`src/rtl/core/voxel_grid_line_of_sight_unit_assert.svh`:
```
// Assertion macros for the voxel grid line-of-sight unit
`ifndef VOXEL_GRID_LINE_OF_SIGHT_UNIT_ASSERT_SVH
`define VOXEL_GRID_LINE_OF_SIGHT_UNIT_ASSERT_SVH

// Same-cycle implication, sampled on clk, off while in reset
`define VGLOS_ASSERT_IMPL(label, ante, cons) \
    label: assert property (@(posedge clk) disable iff (!rst_n) (ante) |-> (cons)) \
        else $error("vglos: implication check failed");

// Next-cycle implication, sampled on clk, off while in reset
`define VGLOS_ASSERT_NEXT(label, ante, cons) \
    label: assert property (@(posedge clk) disable iff (!rst_n) (ante) |=> (cons)) \
        else $error("vglos: next-cycle check failed");

`endif

```
`src/rtl/core/vglos_pkg.sv`:
```
// Shared types and constants for the voxel grid line-of-sight unit
package vglos_pkg;

    // Request codes
    localparam logic [1:0] REQ_WRITE = 2'd0;
    localparam logic [1:0] REQ_CLEAR = 2'd1;
    localparam logic [1:0] REQ_TEST  = 2'd2;

    // Configuration register indexes
    localparam logic [1:0] CFG_CELL_SIZE   = 2'd0;
    localparam logic [1:0] CFG_GRID_WIDTH  = 2'd1;
    localparam logic [1:0] CFG_GRID_HEIGHT = 2'd2;
    localparam logic [1:0] CFG_GRID_DEPTH  = 2'd3;

    // Register reset values
    localparam logic [30:0] CELL_SIZE_RST = 31'd65536;
    localparam logic [6:0]  GRID_W_RST    = 7'd64;
    localparam logic [6:0]  GRID_H_RST    = 7'd64;
    localparam logic [4:0]  GRID_D_RST    = 5'd16;

    // Width of a clamped grid limit (sizes up to 2047)
    localparam int LIM_W = 11;
    // Divider word width and quotient bits per operation
    localparam int DIV_W = 32;
    // Saturated t value
    localparam logic [31:0] T_SAT = 32'hFFFF_FFFF;

    // Divider request
    typedef struct packed {
        logic        start;
        logic [31:0] rem_init;
        logic [31:0] dividend;
        logic [31:0] divisor;
    } div_req_t;

    // Divider status
    typedef struct packed {
        logic busy;
        logic done;
    } div_stat_t;

endpackage

```
`src/rtl/core/vglos_divider.sv`:
```
// Shared restoring divider, one quotient bit per cycle
module vglos_divider (
    input  logic                clk,
    input  logic                rst_n,
    input  vglos_pkg::div_req_t req,
    output vglos_pkg::div_stat_t stat,
    output logic [31:0]         quotient,
    output logic [31:0]         remainder
);

    logic [31:0] rem_reg;
    logic [31:0] sh_reg;
    logic [31:0] den_reg;
    logic [5:0]  cnt_reg;
    logic        busy_reg;
    logic        done_reg;
    logic [32:0] trial;
    logic        fits;

    // Trial subtract of the shifted partial remainder
    assign trial = {rem_reg, sh_reg[31]};
    assign fits  = trial >= {1'b0, den_reg};

    // Iteration control
    always_ff @(posedge clk or negedge rst_n)
    begin
        if (!rst_n)
        begin
            busy_reg <= 1'b0;
            done_reg <= 1'b0;
            cnt_reg  <= '0;
        end
        else if (req.start)
        begin
            busy_reg <= 1'b1;
            done_reg <= 1'b0;
            cnt_reg  <= 6'(vglos_pkg::DIV_W);
        end
        else if (busy_reg)
        begin
            cnt_reg <= cnt_reg - 6'd1;
            if (cnt_reg == 6'd1)
            begin
                busy_reg <= 1'b0;
                done_reg <= 1'b1;
            end
        end
        else
        begin
            done_reg <= 1'b0;
        end
    end

    // Datapath: remainder and dividend/quotient shift register
    always_ff @(posedge clk)
    begin
        if (req.start)
        begin
            rem_reg <= req.rem_init;
            sh_reg  <= req.dividend;
            den_reg <= req.divisor;
        end
        else if (busy_reg)
        begin
            if (fits)
            begin
                rem_reg <= 32'(trial - {1'b0, den_reg});
                sh_reg  <= {sh_reg[30:0], 1'b1};
            end
            else
            begin
                rem_reg <= trial[31:0];
                sh_reg  <= {sh_reg[30:0], 1'b0};
            end
        end
    end

    assign stat.busy = busy_reg;
    assign stat.done = done_reg;
    assign quotient  = sh_reg;
    assign remainder = rem_reg;

endmodule

```
`config.mk`:
```
export PLATFORM = sky130hd
export DESIGN_NAME = vglos_divider
export DESIGN_NICKNAME = d
export VERILOG_FILES = /design/src/rtl/core/voxel_grid_line_of_sight_unit_assert.svh /design/src/rtl/core/vglos_pkg.sv /design/src/rtl/core/vglos_divider.sv
export SDC_FILE = /design/constraint.sdc
export NUM_CORES = 1
export LEC_CHECK = 0
export BUFFER_PORTS_ARGS = -buffer_cell sky130_fd_sc_hd__buf_2
export CELL_PAD_IN_SITES_DETAIL_PLACEMENT = 0
export CELL_PAD_IN_SITES_GLOBAL_PLACEMENT = 1
export CORE_MARGIN = 3
export CORE_UTILIZATION = 44
export DETAILED_ROUTE_END_ITERATION = 16
export PLACE_DENSITY_LB_ADDON = 0.1
export SKIP_CTS_REPAIR_TIMING = 1
export SYNTH_ARGS = -nofsm -noshare
export SYNTH_HDL_FRONTEND = slang
export SYNTH_SLANG_ARGS = --single-unit
```
`constraint.sdc`:
```
create_clock -name clk -period 4.7 [get_ports clk]
set_clock_uncertainty 0.1 [all_clocks]
set_input_delay 0.94 -clock clk [delete_from_list [all_inputs] [get_ports clk]]
set_output_delay 0.94 -clock clk [all_outputs]
set_load 0.01 [all_outputs]
```
## Word level (Yosys, flattened, before mapping)

Index checks and enable logic that the tools add are counted.

| storage, ports and cells | value |
|---|---|
| bits in registers | 104 |
| output and inout port bits | 66 |
| logic and storage cells | 26 |

| cells by class | value |
|---|---|
| $add $sub $neg | 2 |
| order comparisons | 1 |
| equality and inequality tests | 2 |
| multiplexer cells | 14 |
| reduce and logical (&&, ||, !) cells | 1 |

Operators by type and width:

| operator | number |
|---|---|
| 2-to-1 mux 32 bit | 5 |
| >= comparator 33 x 32 -> 1 bit | 1 |
| subtractor 32 bit | 1 |
| 2-to-1 mux 6 bit | 2 |
| 2-to-1 mux 1 bit | 7 |
| equality test 6 x 1 -> 1 bit, second input constant | 1 |
| subtractor 6 x 1 -> 6 bit, second input constant | 1 |
| inequality test 3 x 2 -> 1 bit, second input constant | 1 |
| nonzero test 2 bit | 1 |

## Depth between registers and ports, before layout

Gate-level depths: netlist of run 1.

| logic depth | value |
|---|---|
| depth after elaboration | 4 |
| depth in mapped cells | 14 |

## Least setup slack after synthesis of run 1

OpenSTA, ideal clock, no wires.

| path | value |
|---|---|
| kind | register to register |
| from | register sh_reg[31] (netlist: quotient[31]) |
| to | register rem_reg[28] (netlist: remainder[28]), data pin |
| arrival | 2.844 ns |
| setup slack | 1.482 ns |
| stages on the path, launching flop included | 14 |
| buffers on the path | 0 |
| clock period less this slack | 3.218 ns |
| cell sequence | edfxtp_1 -> inv_1 -> ha_1 -> inv_1 -> fa_1 -> a211oi_1 -> nor2_1 -> o21ai_0 -> o31ai_1 -> and4_1 -> a2111oi_0 -> xnor2_1 -> nand3_1 -> o311ai_1 |

| on the way | value |
|---|---|
| cells in the longest elaborated chain, start to end | 4 |

RTL lines:

| item | RTL line | source |
|---|---|---|
| start, declared | vglos_divider.sv:12 | `logic [31:0] sh_reg;` |
| start signal, assigned | vglos_divider.sv:60 | `sh_reg <= req.dividend;` |
| start signal, assigned | vglos_divider.sv:68 | `sh_reg <= {sh_reg[30:0], 1'b1};` |
| start signal, assigned | vglos_divider.sv:73 | `sh_reg <= {sh_reg[30:0], 1'b0};` |
| subtractor 32 bit or >= comparator 33 x 32 -> 1 bit (tied branches) | vglos_divider.sv:67, vglos_divider.sv:22 |  |
| 2-to-1 mux 32 bit * | vglos_divider.sv:65 | `if (fits)` |
| 2-to-1 mux 32 bit * | vglos_divider.sv:63 | `else if (busy_reg)` |
| 2-to-1 mux 32 bit * | vglos_divider.sv:57 | `if (req.start)` |
| end signal, assigned | vglos_divider.sv:59 | `rem_reg <= req.rem_init;` |
| end signal, assigned | vglos_divider.sv:67 | `rem_reg <= 32'(trial - {1'b0, den_reg});` |
| end signal, assigned | vglos_divider.sv:72 | `rem_reg <= trial[31:0];` |
| end, declared | vglos_divider.sv:11 | `logic [31:0] rem_reg;` |

Every way passes the cells marked *; elsewhere a longest branch is shown, timed or not. The select of a mux whose other input is x is not followed.
A chain may end at the register's enable or synchronous reset.

## Worst setup path after layout of run 1

| path | value |
|---|---|
| from | register rem_reg[2] (netlist: remainder[2]) |
| to | register rem_reg[31] (netlist: remainder[31]), data pin |

| on the way | value |
|---|---|
| cells in the longest elaborated chain, start to end | 4 |

RTL lines:

| item | RTL line |
|---|---|
| subtractor 32 bit or >= comparator 33 x 32 -> 1 bit (tied branches) | vglos_divider.sv:67, vglos_divider.sv:22 |
| 2-to-1 mux 32 bit * | vglos_divider.sv:65 |
| 2-to-1 mux 32 bit * | vglos_divider.sv:63 |
| 2-to-1 mux 32 bit * | vglos_divider.sv:57 |

Marks and branches as above.

==> results.yml, run 1 <==
outcome:
  status: "completed"
timing:
  setup_viol: 0
  fmax_mhz: 279.0
  final-hold-violation-count: 0
  period_share: 0.7625
  final.setup.tns_ns: 0
  period_needed_ns: 3.584
  slew_viol_final: 0
  rsz0062_at_grt: "false"
  worst_pin_slew_ns: 0.8326
  maxSlewHeadroom: 0.4449
logic_synthesis:
  seq_area_frac_synth: 0.4905
  synth_cell_types: 57
  synth_top_flop_cell: "edfxtp_1"
  syn_avg_cell_area_um2: 10.72
  synth_cells: 586
  synthArstFlopShare: 0.07692
  syn_nets: 720
  ys_warn_count: 0
  ys_ff_latch: 104
  netlist_area_um2: 6285
  synth-edff-count: 96
place:
  dp.cells: 909
  hpwl_um: 11780
  place.gp.congestion: 0.8891
  numPortBuffers: 164
floorplan:
  io_pins: 165
  num_rows: 43
  die_area_um2: 15750
  core_area_um2: 13930
  die_w_um: 125.5
  die_y_um: 125.5
  start_util: 0.4510
setup_path:
  rrSetupSlack_ns: 1.12
  path_max_fanout: 9
  slowest_stage: "o31a_1"
  start_kind: "flop"
  crit_required_ns: 4.79
  cpPeakStageDelay_ns: 0.49
  reg2regPathDepth: 11
  cp_num_buf_inv: 1
  arrival_ns: 3.67
  cpMostUsedCell: "a21oi_1"
  rr_startpoint: "remainder[2]"
  crit_path_start: "remainder[2]"
  path_depth: 11
  crit_type: "flop to flop"
  end_kind: "flop"
  r2r-end: "remainder[31]"
  cp_top_family: "compound AO/OA/AOI/OAI gates"
  crit_chain: "ha_1 > a21o_1 > a21oi_1 > o21ai_0 > buf_4 > a21oi_1 > o21ai_2 > o21ai_4 > o31a_1 > and4bb_2 > o31ai_1"
final_layout:
  area_growth_syn_to_layout_pct: 20.33
  seqCellArea_um2: 3083
  drive_gt1_frac: 0.3074
  layout_commonest_cell: "buf_2"
  nets: 874
  final_cell_mix: "buf_2 (163), edfxtp_1 (96), nand2_1 (49), inv_1 (47), nor2_1 (43)"
  layout.cells.non_filler: 925
  fill_cells: 1310
  multi_input_area_um2: 2874
  insertedDiodeCount: 0
routing:
  via_per_inst: 5.347
  vias: 4946
  remaining_drc_errors: 0
  drtIter0Drc: 180
  drtPass1Iterations: 4
  postRouteAntennaNets: 0
  wirelength_um: 15640
  routedWlPerCell_um: 16.91
clocking:
  numClockSinks: 104
  ctsHtreeMaxLevel: 3
  clockRootBuffer: "clkbuf_16"
  cts_tree: "yes"
  cts_buffer_depth: 2
  numCtsBuffers: 9
  clk_pin_slew_ns: 0.08
  clk_latency_ns: 0.36
power:
  total_leakage_power_nw: 3.397
  p_per_area_nw_per_um2: 623.0
  peakVddDrop_uv: 283.9
grt:
  antenna_found_initial: 0
  overflow: 0
  grt_pass1_wl_um: 25720
  grt_max_degree: 72
  track_usage: 0.2015
  grt_pass1_vias: 5177
flow_run:
  drv_cap: 0
hold_path:
  holdCritPathClass: "input port to asynchronous set/reset pin"
==> cell usage after synthesis (4+ instances only) <==
master | count | area share
edfxtp_1 | 96 | 0.46
nand2_1 | 49 | 0.029
inv_1 | 47 | 0.028
nor2_1 | 43 | 0.026
a21oi_1 | 42 | 0.033
ha_1 | 34 | 0.068
mux2_2 | 32 | 0.057
o21ai_0 | 22 | 0.018
nand3_1 | 21 | 0.017
mux2i_1 | 19 | 0.030
clkbuf_1 | 18 | 0.011
xor2_1 | 17 | 0.024
xnor2_1 | 15 | 0.021
a21o_1 | 14 | 0.017
nor3_1 | 11 | 0.0088
o311ai_1 | 10 | 0.014
dfrtp_1 | 8 | 0.032
nand4_1 | 8 | 0.0080
a31oi_1 | 7 | 0.0070
and3_1 | 5 | 0.0050
o211ai_1 | 5 | 0.0060
a211oi_1 | 4 | 0.0048
buf_6 | 4 | 0.0072
==> worst max-delay path by stage <==
stage,endpoint
floorplan,remainder[28]
global placement,remainder[19]
detailed placement,remainder[28]
CTS,remainder[28]
global route,remainder[28]
finish,remainder[31]
==> per-stage QoR <==
stage | instance area [um2] | hold WS, ns | util | power [mW] | setup WS [ns]
global placement | 7242 | 0.3894 | 0.5197 | 3.911 | 1.212
finish | 7562 | 0.3047 | 0.5427 | 4.711 | 1.116
CTS | 7562 | 0.2966 | 0.5427 | 4.755 | 1.115
global route | 7562 | 0.2943 | 0.5427 | 5.096 | 0.9090
floorplan | 6285 | 0.3741 | - | 3.256 | 1.482
detailed placement | 7242 | 0.3998 | 0.5197 | 3.916 | 1.126
==> routing by layer <==
layer | vias to the layer above | routed length [um] | global-route usage
li1 | 2456 | - | -
met1 | 2345 | 7029 | 0.2573
met2 | 136 | 7355 | 0.3351
met3 | 9 | 1137 | 0.06877
met4 | 0 | 120 | 0.04082
met5 | - | 0 | 0
==> cells by family (layout without fill, tap and decap cells) <==
kind of cell | after synthesis | after routing | share of synthesized area
DFF | 104 | 104 | 0.4905
AOI/OAI and AO/OA | 126 | 126 | 0.1316
adders and majority gates | 35 | 35 | 0.07087
muxes | 51 | 51 | 0.08760
buffers and inverters | 76 | 235 | 0.05216
xor gates and xnor gates | 32 | 32 | 0.04460
and+or+nand+nor | 162 | 162 | 0.1226
==> worst register-to-register path: stages (launching register included) <==
cell      delay (ns)
edfxtp_1        0.44
ha_1            0.40
a21o_1          0.18
a21oi_1         0.13
o21ai_0         0.11
buf_4           0.17
a21oi_1         0.42
o21ai_2         0.20
o21ai_4         0.29
o31a_1          0.49
and4bb_2        0.29
o31ai_1         0.22
==> layout make-up <==
type	count	share of cell area
flip-flops and latches	104	0.4077
multi-input cells	406	0.3800
repair buffers	172	0.1168
clock buffers	9	0.02978
well taps	180	0.02978
inverters	47	0.02333
clock inverters	7	0.01257
==> power breakdown <==
part / switching (mW) / internal [mW] / total [mW]
Sequential: 0.170 / 1.31 / 1.48
Clock: 0.385 / 0.431 / 0.816
Combinational: 1.40 / 1.02 / 2.42
Total: 1.95 / 2.76 / 4.71
Note: power is estimated with default switching activity, not from simulation.
==> run 2: changes to the inputs <==
--- a/config.mk
+++ b/config.mk
@@ -5,11 +5,12 @@
 export SDC_FILE = /design/constraint.sdc
 export NUM_CORES = 1
 export LEC_CHECK = 0
+export ABC_AREA = 1
 export BUFFER_PORTS_ARGS = -buffer_cell sky130_fd_sc_hd__buf_2
 export CELL_PAD_IN_SITES_DETAIL_PLACEMENT = 0
 export CELL_PAD_IN_SITES_GLOBAL_PLACEMENT = 1
 export CORE_MARGIN = 3
-export CORE_UTILIZATION = 44
+export CORE_UTILIZATION = 36
 export DETAILED_ROUTE_END_ITERATION = 16
 export PLACE_DENSITY_LB_ADDON = 0.1
 export SKIP_CTS_REPAIR_TIMING = 1
==> constraint.sdc (replaced) <==
create_clock -name clk -period 3 [get_ports clk]
set_clock_uncertainty 0.1 [all_clocks]
set_input_delay 0.6 -clock clk [delete_from_list [all_inputs] [get_ports clk]]
set_output_delay 0.6 -clock clk [all_outputs]
set_load 0.01 [all_outputs]
==> run 2 against run 1 <==
  * Non-clock buffer count rose by 5
  * Cell count is 54% higher
  * Critical path depth grew 3
  * Largest cell class is now multi-input combinational cells
==> results.yml, run 2 <==
outcome:
  status: "completed"
power:
  p_per_area_nw_per_um2: 906.6
  total_leakage_power_nw: 4.713
  peakVddDrop_uv: 321.9
grt:
  overflow: 0
  antenna_found_initial: 1
  track_usage: 0.1956
  grt_max_degree: 56
  grt_pass1_vias: 6570
  grt_pass1_wl_um: 33980
floorplan:
  die_area_um2: 21800
  core_area_um2: 19590
  num_rows: 51
  start_util: 0.3687
  io_pins: 165
  die_y_um: 147.6
  die_w_um: 147.6
setup_path:
  crit_type: "flop to flop"
  crit_path_start: "quotient[31]"
  crit_chain: "inv_1 > ha_1 > inv_1 > fa_1 > nand3_1 > nand3_1 > nand2_1 > nand2_1 > nand2_1 > nand2_1 > xnor2_1 > nand2_1 > nand3_1 > nand2_1"
  start_kind: "flop"
  reg2regPathDepth: 14
  crit_required_ns: 3.02
  path_max_fanout: 4
  cpMostUsedCell: "nand2_1"
  arrival_ns: 2.57
  end_kind: "flop"
  cpPeakStageDelay_ns: 0.44
  rr_startpoint: "quotient[31]"
  slowest_stage: "fa_1"
clocking:
  clk_pin_slew_ns: 0.08
  cts_buffer_depth: 2
  cts_tree: "yes"
  numCtsBuffers: 9
  ctsHtreeMaxLevel: 3
  numClockSinks: 104
  clockRootBuffer: "clkbuf_16"
  clk_latency_ns: 0.37
routing:
  via_per_inst: 4.596
  wirelength_um: 21130
  postRouteAntennaNets: 0
  drtIter0Drc: 315
  remaining_drc_errors: 0
  routedWlPerCell_um: 14.87
  drtPass1Iterations: 4
  vias: 6531
timing:
  final-hold-violation-count: 0
  fmax_mhz: 393.3
  maxSlewHeadroom: 0.5984
  rsz0062_at_grt: "false"
  setup_viol: 0
  worst_hold_slack_ns: 0.3028
  slew_viol_final: 0
  period_share: 0.8476
  worst_slack_ns: 0.4572
  period_needed_ns: 2.543
  worst_pin_slew_ns: 0.6025
  final.setup.tns_ns: 0
final_layout:
  drive_gt1_frac: 0.1955
  fill_cells: 2093
  nets: 1285
  final_cell_mix: "nand2_1 (438), buf_2 (163), inv_1 (160), edfxtp_1 (96), nand3_1 (69)"
  insertedDiodeCount: 0
  layout_commonest_cell: "nand2_1"
  area_growth_syn_to_layout_pct: 19.59
flow_run:
  drv_cap: 0
place:
  hpwl_um: 16460
  dpl_worst_slack_ns: 0.4803
  place.gp.congestion: 0.9025
  numPortBuffers: 164
logic_synthesis:
  syn_nets: 1122
  synth_cell_types: 35
  synthTopCellsByArea: "edfxtp_1 (40%), nand2_1 (23%), inv_1 (8.3%)"
  synth_commonest_cells: "nand2_1 (438), inv_1 (160), edfxtp_1 (96)"
  ys_warn_count: 0
  synth_compound_area_frac: 0.02426
  synth_fa_ha_area_frac: 0.06168
  yosysTopAreaCellShare: 0.3992
  netlist_area_um2: 7222
  synthArstFlopShare: 0.07692
  synth_top_cell_by_area: "edfxtp_1"
  synthMuxAreaShare: 0
  synth_cells: 988
  synth-edff-count: 96
  yosys.area_share.xor_xnor: 0.01698
  synth_top_family_by_area: "simple AND/OR/NAND/NOR gates"
  syn_avg_cell_area_um2: 7.310
  yosysMostFrequentCell: "nand2_1"
  synth-simple-area-share: 0.3640
  synth_top_flop_cell: "edfxtp_1"
  seq_area_frac_synth: 0.4269
  ys_ff_latch: 104
hold_path:
  holdPathStages: 1
  worstHoldStart: "req[0]"
  holdCritPathClass: "input port to flop"
run 2: changes by cell type after synthesis, sizes merged, moves of 21 or more:
cell,delta
a21oi,-21
nand2,+394
inv,+116
mux2,-32
nand3b,+24
nand3,+50
run 2: final cells by class:
cell class                 instances  area (um2)  area share
clock buffer                      10       229.0     0.02651
clock inverter                     6       57.56    0.006664
inverter                         164       615.6     0.07127
multi-input combinational        695        3372      0.3904
sequential                       104        3083      0.3569
tap                              265       331.6     0.03839
timing repair buffer             177       948.4      0.1098
run 2: routing by layer:
metal,part of all wire,up-vias,GRT usage
met2,0.45,162,0.3129
met3,0.065,28,0.05610
met1,0.46,2926,0.2582
met5,0.00062,-,0
met4,0.020,2,0.05965
li1,-,3413,-
run 2: report_power, final:
part	leakage, nW	internal (mW)	switching, mW	total (mW)
registers	1.10	2.00	0.228	2.23
logic	3.47	1.63	2.76	4.39
clock network	0.142	0.588	0.620	1.21
run 2: cell families after synthesis:
| family | after synthesis |
|---|---|
| simple gates | 614 |
| buf+inv | 189 |
| flops | 104 |
| fa+ha+maj | 35 |
| compound gates | 32 |
| xor+xnor | 14 |
run 2: stage by stage:
stage / power [mW] / std cells / utilization / area (um2)
2_1_floorplan: 5.363 / 988 / - / 7222
3_3_place_gp: 6.680 / 1404 / 0.4258 / 8341
3_5_place_dp: 6.676 / 1404 / 0.4258 / 8341
4_1_cts: 7.923 / 1420 / 0.4404 / 8627
5_1_grt: 8.584 / 1421 / 0.4409 / 8637
6_report: 7.830 / 1421 / 0.4409 / 8637
run 2: critical path, delay by kind of cell (launching register included):
family        cells  cell delay [ns]
simple gates      9             0.81
fa+ha+maj         2             0.59
flops             1             0.38
xor+xnor          1             0.24
buf+inv           2             0.18
run 2: final timing paths:
check                                end  slack, ns
setup / recovery           remainder[12]       0.46
hold / removal                den_reg[0]       0.30
setup reg to reg           remainder[12]       0.46
hold reg to reg               cnt_reg[2]       0.43
max in group asynchronous     cnt_reg[2]       2.14
min in group asynchronous       done_reg       0.49
